--- src/hw/rtl/mtfl_pkg.sv ---
// Shared constants for the move-to-front recent list.
package mtfl_pkg;

  // Width of one item id.
  localparam int unsigned ID_W = 16;

  // Default number of slots in the list, front slot included.
  localparam int unsigned LIST_DEPTH_DEF = 8;

endpackage : mtfl_pkg

--- src/hw/rtl/mtfl_cell.sv ---
// One slot of the recent list after the front, with its match and shift logic.
module mtfl_cell (
  input  logic                      clk,
  input  logic                      rst_n,
  input  logic                      shift_en,
  input  logic [mtfl_pkg::ID_W-1:0] id,
  input  logic [mtfl_pkg::ID_W-1:0] carry_in,
  input  logic                      stop_in,
  output logic [mtfl_pkg::ID_W-1:0] slot_q,
  output logic                      stop_out
);

  logic [mtfl_pkg::ID_W-1:0] slot_r;
  logic [mtfl_pkg::ID_W-1:0] slot_nxt;
  logic                      hit;

  // This slot ends the shift when it holds the same id or is empty.
  assign hit      = (slot_r == id) || (slot_r == '0);
  assign stop_out = stop_in | hit;

  // The slot takes its neighbor's old entry unless an earlier slot ended the shift.
  always_comb begin
    slot_nxt = slot_r;
    if (shift_en && !stop_in) begin
      slot_nxt = carry_in;
    end
  end

  always_ff @(posedge clk) begin
    if (!rst_n) begin
      slot_r <= '0;
    end else begin
      slot_r <= slot_nxt;
    end
  end

  assign slot_q = slot_r;

endmodule : mtfl_cell

--- src/hw/rtl/move_to_front_recent_list.sv ---
// Top level of the move-to-front recent list: front slot, cell chain and result register.
//
//   Channel   Direction  Handshake          Payload
//   input     in         start, busy        in_item_id
//   result    out        out_valid strobe   out_already_current, out_evicted_valid,
//                                           out_evicted_id
//
// The whole cell chain compares and shifts in the cycle of acceptance, so a new id is
// taken on every clock and busy stays low.
// The result appears on the out_ ports in the cycle after acceptance, flagged by out_valid for one cycle.
// The longest path is the one-bit stop chain that ripples through all LIST_DEPTH-1 cells.
// Synchronous reset empties the list (all slots zero); no clearing pass is needed.
// The receiver cannot stall, so nothing is ever held back.
module move_to_front_recent_list #(
  parameter int unsigned LIST_DEPTH = mtfl_pkg::LIST_DEPTH_DEF
) (
  input  logic                      clk,
  input  logic                      rst_n,
  input  logic                      start,
  output logic                      busy,
  input  logic [mtfl_pkg::ID_W-1:0] in_item_id,
  output logic                      out_valid,
  output logic                      out_already_current,
  output logic                      out_evicted_valid,
  output logic [mtfl_pkg::ID_W-1:0] out_evicted_id
);

  logic                      accept;
  logic                      front_hit;
  logic                      shift_en;
  logic [mtfl_pkg::ID_W-1:0] front_r;
  logic [mtfl_pkg::ID_W-1:0] front_nxt;
  logic [mtfl_pkg::ID_W-1:0] slot_q [LIST_DEPTH];
  logic                      stop_c [LIST_DEPTH];
  logic                      evict;

  logic                      out_valid_r;
  logic                      already_r;
  logic                      evicted_valid_r;
  logic [mtfl_pkg::ID_W-1:0] evicted_id_r;

  // The chain finishes a transaction in the cycle of acceptance, so the block is never busy.
  assign busy      = 1'b0;
  assign accept    = start && !busy;
  assign front_hit = (front_r == in_item_id);
  assign shift_en  = accept && !front_hit;

  // The front slot takes the new id whenever an accepted id differs from the current front.
  always_comb begin
    front_nxt = front_r;
    if (shift_en) begin
      front_nxt = in_item_id;
    end
  end

  always_ff @(posedge clk) begin
    if (!rst_n) begin
      front_r <= '0;
    end else begin
      front_r <= front_nxt;
    end
  end

  assign slot_q[0] = front_r;
  assign stop_c[0] = 1'b0;

  // Row of cells behind the front; each hands its old entry and stop flag to the next.
  for (genvar i = 1; i < LIST_DEPTH; i++) begin : g_cell
    if (i < LIST_DEPTH - 1) begin : g_mid
      mtfl_cell u_cell (
        .clk      (clk),
        .rst_n    (rst_n),
        .shift_en (shift_en),
        .id       (in_item_id),
        .carry_in (slot_q[i-1]),
        .stop_in  (stop_c[i-1]),
        .slot_q   (slot_q[i]),
        .stop_out (stop_c[i])
      );
    end else begin : g_last
      mtfl_cell u_cell (
        .clk      (clk),
        .rst_n    (rst_n),
        .shift_en (shift_en),
        .id       (in_item_id),
        .carry_in (slot_q[i-1]),
        .stop_in  (stop_c[i-1]),
        .slot_q   (slot_q[i]),
        .stop_out (stop_c[i])
      );
    end
  end

  // The last entry drops off when no slot after the front ended the shift.
  assign evict = shift_en && !stop_c[LIST_DEPTH-1];

  // Result strobe.
  always_ff @(posedge clk) begin
    if (!rst_n) begin
      out_valid_r <= 1'b0;
    end else begin
      out_valid_r <= accept;
    end
  end

  // Result payload, captured with the transaction.
  always_ff @(posedge clk) begin
    if (accept) begin
      already_r       <= front_hit;
      evicted_valid_r <= evict;
      evicted_id_r    <= evict ? slot_q[LIST_DEPTH-1] : '0;
    end
  end

  assign out_valid           = out_valid_r;
  assign out_already_current = already_r;
  assign out_evicted_valid   = evicted_valid_r;
  assign out_evicted_id      = evicted_id_r;

endmodule : move_to_front_recent_list
--- config.mk ---
export PLATFORM = sky130hd
export DESIGN_NAME = move_to_front_recent_list
export DESIGN_NICKNAME = d
export VERILOG_FILES = /design/src/hw/rtl/mtfl_pkg.sv /design/src/hw/rtl/mtfl_cell.sv /design/src/hw/rtl/move_to_front_recent_list.sv
export SDC_FILE = /design/constraint.sdc
export NUM_CORES = 1
export LEC_CHECK = 0
export ABC_AREA = 1
export ABC_CLOCK_PERIOD_IN_PS = 2800
export BUFFER_PORTS_ARGS = -buffer_cell sky130_fd_sc_hd__buf_2
export CAP_MARGIN = 20
export CORE_UTILIZATION = 50
export DETAILED_ROUTE_END_ITERATION = 10
export PLACE_DENSITY = 0.63
export SLEW_MARGIN = 15
export SYNTH_ARGS = -nofsm -noshare
export SYNTH_HDL_FRONTEND = slang
export SYNTH_SLANG_ARGS = --single-unit
export TNS_END_PERCENT = 100
--- constraint.sdc ---
create_clock -name clk -period 2.8 [get_ports clk]
set_input_delay 0.56 -clock clk [delete_from_list [all_inputs] [get_ports clk]]
set_output_delay 0.56 -clock clk [all_outputs]
set_load 0.02 [all_outputs]
==> run metrics <==
fin nets=1161; worst flop-to-flop path startpoint=g_cell[2].g_mid.u_cell.slot_q[14]; CTS clk-pin slew, worst paths=~60 ps; post-synth net total=1146; Avg Cell Area, Syn=about 7 um^2; Final Skew=9.11 ps; Die X=126 um; design area=8400 um^2; largest family of logic cells by synthesized area=simple AND/OR/NAND/NOR gates; Slew Limit Fails=0; Critical Path Source=in_item_id[14]; DR DRC count=0; Gates resized, CTS repair=0; max-cap violations=0; Seq pwr share=0.420; Placed Cells incl. Taps=1307; internal power=4.22 mW; Yosys cell types=31; worst endpoint required time=3100 ps; Hold Violations, Final=0; cts bufs inserted=17; first-pass GRT wire length=32200 um; Fin Hold WS=between 400 and 500 ps; vias=6772; Placed Area=roughly 8000 um^2; area leader, netlist=dfxtp_1; multiplexer area fraction after synthesis=0; clock buffer depth=2; total power=6.28 mW; status=finished, final reports clean; Pre-antenna DRT Iters=5; Cell Rows=44; DP HPWL=14600 um; H-Tree Depth=4; Peak Freq=slightly below 500 MHz; Worst Tran Pin Value=567 ps; final WL=19800 um; Primary FF master, synth=dfxtp_1; area delta synth->final=9.58%; Sw Ratio=0.328; Synth area leaders=dfxtp_1 34%, nand2_1 15%, nor2_1 9.4%; min cycle time layout=2040 ps; crit start category=input port; pre-CTS WS=between 300 and 400 ps; Fin Setup TNS=0 ps; top-area cell type share of the netlist area=0.337; ys async rst share=0; cts hold-fix bufs=0; P per Cell Area=748 nW/um^2; kind of critical path=input port to register; layout cells sized above 1=0.0987; RSZ-0062 raised after global routing=false; #FFs+latches synth=147; net switching power=between 2 and 2.5 mW; non-filler cells, final=1339; antenna cell count=0; leakage=3.81 nW; CP Max Fanout=29; Total Routing Usage GR=0.263; Post-synth EDFFs=18; final cycle utilization of the critical path=0.729; crit path setup slack, layout=758 ps; Post-CTS Setup Bufs=0; mapped cell area=7660 um^2; Synth warnings=0; routed vias/inst=about 5.1; Final Core Density=0.569; Die Span Y=126 um; core box area=14800 um^2; Hold Startpoint=g_cell[5].g_mid.u_cell.slot_q[13]; XOR/XNOR Fraction of Synth Area=0.0651; Initial Util=0.520; Commonest cells post-synth=309 x nand2_1, 191 x nor2_1, 129 x dfxtp_1; initial drt markers=566; Rel. slew slack=0.620; # IOs=39; post-synthesis instance total=1127; simple-gate portion of the synthesized area=0.315; Fill cells=about 1500; Compound-Gate Fraction of Synth Area=0.106; Die ar.=15800 um^2; dominant cell by count in the synthesized netlist=nand2_1; final setup violating endpoints=0; largest net degree at the start of global routing=between 90 and 100; GPL Wtd Cong=between 0.8 and 0.9; CTS sink cnt=between 100 and 150; WP data arrival=2340 ps; grt total ovfl=0; Antenna Violating Nets Remaining=0; worst skew pair latency=430 ps; TritonCTS clock tree=built; port bufs=37; WL/cell=14.8 um; vias in the first global route=about 6100; initial antenna violation count=0; worst vdd ir=approximately 0.47 mV; root buf cell=clkbuf_16; Comb pwr share=0.235; adder-cell share of the synthesized area=0; Hold Crit Class=register to register; critical path capture point type=register; Seq/Total Area, Yosys=0.407; clock group share of total power=0.345
==> path summary, 6_finish.rpt <==
check / end / slack (ps) / cells past startpoint
setup / recovery: g_cell[4].g_mid.u_cell.slot_q[2] / 760 / 15
hold / removal: g_cell[6].g_mid.u_cell.slot_q[13] / 480 / 2
setup reg to reg: g_cell[4].g_mid.u_cell.slot_q[2] / 770 / 14
hold reg to reg: g_cell[6].g_mid.u_cell.slot_q[13] / 480 / 2
==> cell usage in the layout, fill, tap and decap left out, types with 2 or more instances in the layout <==
cell type,instances
nand4_1,16
inv_2,16
inv_1,103
clkbuf_8,4
nor4_1,16
xnor2_1,7
nand2_2,3
nor2_4,2
nor3_1,5
edfxtp_1,18
nand2_1,309
clkbuf_1,6
nand3_1,25
buf_4,13
a21oi_1,84
o21ai_0,78
clkbuf_16,17
nor2_2,11
clkinv_2,4
nor2_1,191
dfxtp_1,129
buf_2,37
xor2_1,50
==> power groups by stage <==
stage          Sequential, mW  Combinational (mW)  Clock, mW
2_1_floorplan            2.64                1.16          0
3_3_place_gp             2.68                1.46          0
3_5_place_dp             2.68                1.48          0
4_1_cts                  2.63                1.48       2.19
5_1_grt                  2.67                1.69       2.27
6_report                 2.64                1.48       2.17
==> cells by family after synthesis <==
| group | Yosys count |
|---|---|
| AO/OA/AOI/OAI | 163 |
| XOR/XNOR | 57 |
| buffers and inverters | 176 |
| flip-flops | 147 |
| other | 1 |
| AND/OR/NAND/NOR | 583 |
==> registers in the layout, indices dropped and copies added, names as in the netlist <==
register	count
g_cell.g_last.u_cell.slot_q	16
out_evicted_valid	1
front_r	16
out_valid	1
g_cell.g_mid.u_cell.slot_q	96
out_already_current	1
out_evicted_id	16
==> layout make-up <==
type | count | area (um^2) | share of cell area
sequential | 147 | 3120 | 0.372
multi-input combinational | 804 | 3730 | 0.445
clock buffer | 27 | 503 | 0.0599
clock inverter | 5 | 50.0 | 0.00596
tap | 184 | 230 | 0.0274
inverter | 121 | 457 | 0.0544
timing repair buffer | 51 | 303 | 0.0360
==> layer usage <==
layer / global-route usage / up-vias / part of all wire
li1: - / 3554 / -
met2: 0.428 / 171 / 0.47
met5: 0 / - / 0
met3: 0.0467 / 24 / 0.042
met1: 0.353 / 3023 / 0.47
met4: 0.0900 / 0 / 0.017
==> critical path: stages <==
cell and delay [ps]:
buf_2 220, inv_2 110, nand2_1 70, nand2_1 60
nor2_1 110, nand2_1 80, nor2_1 180, nand2_1 70
nand2_1 130, nor2_2 90, nand2_1 60, buf_4 280
inv_1 150, nand2_1 80, a21oi_1 50
Power figures use the tool's default switching activity.
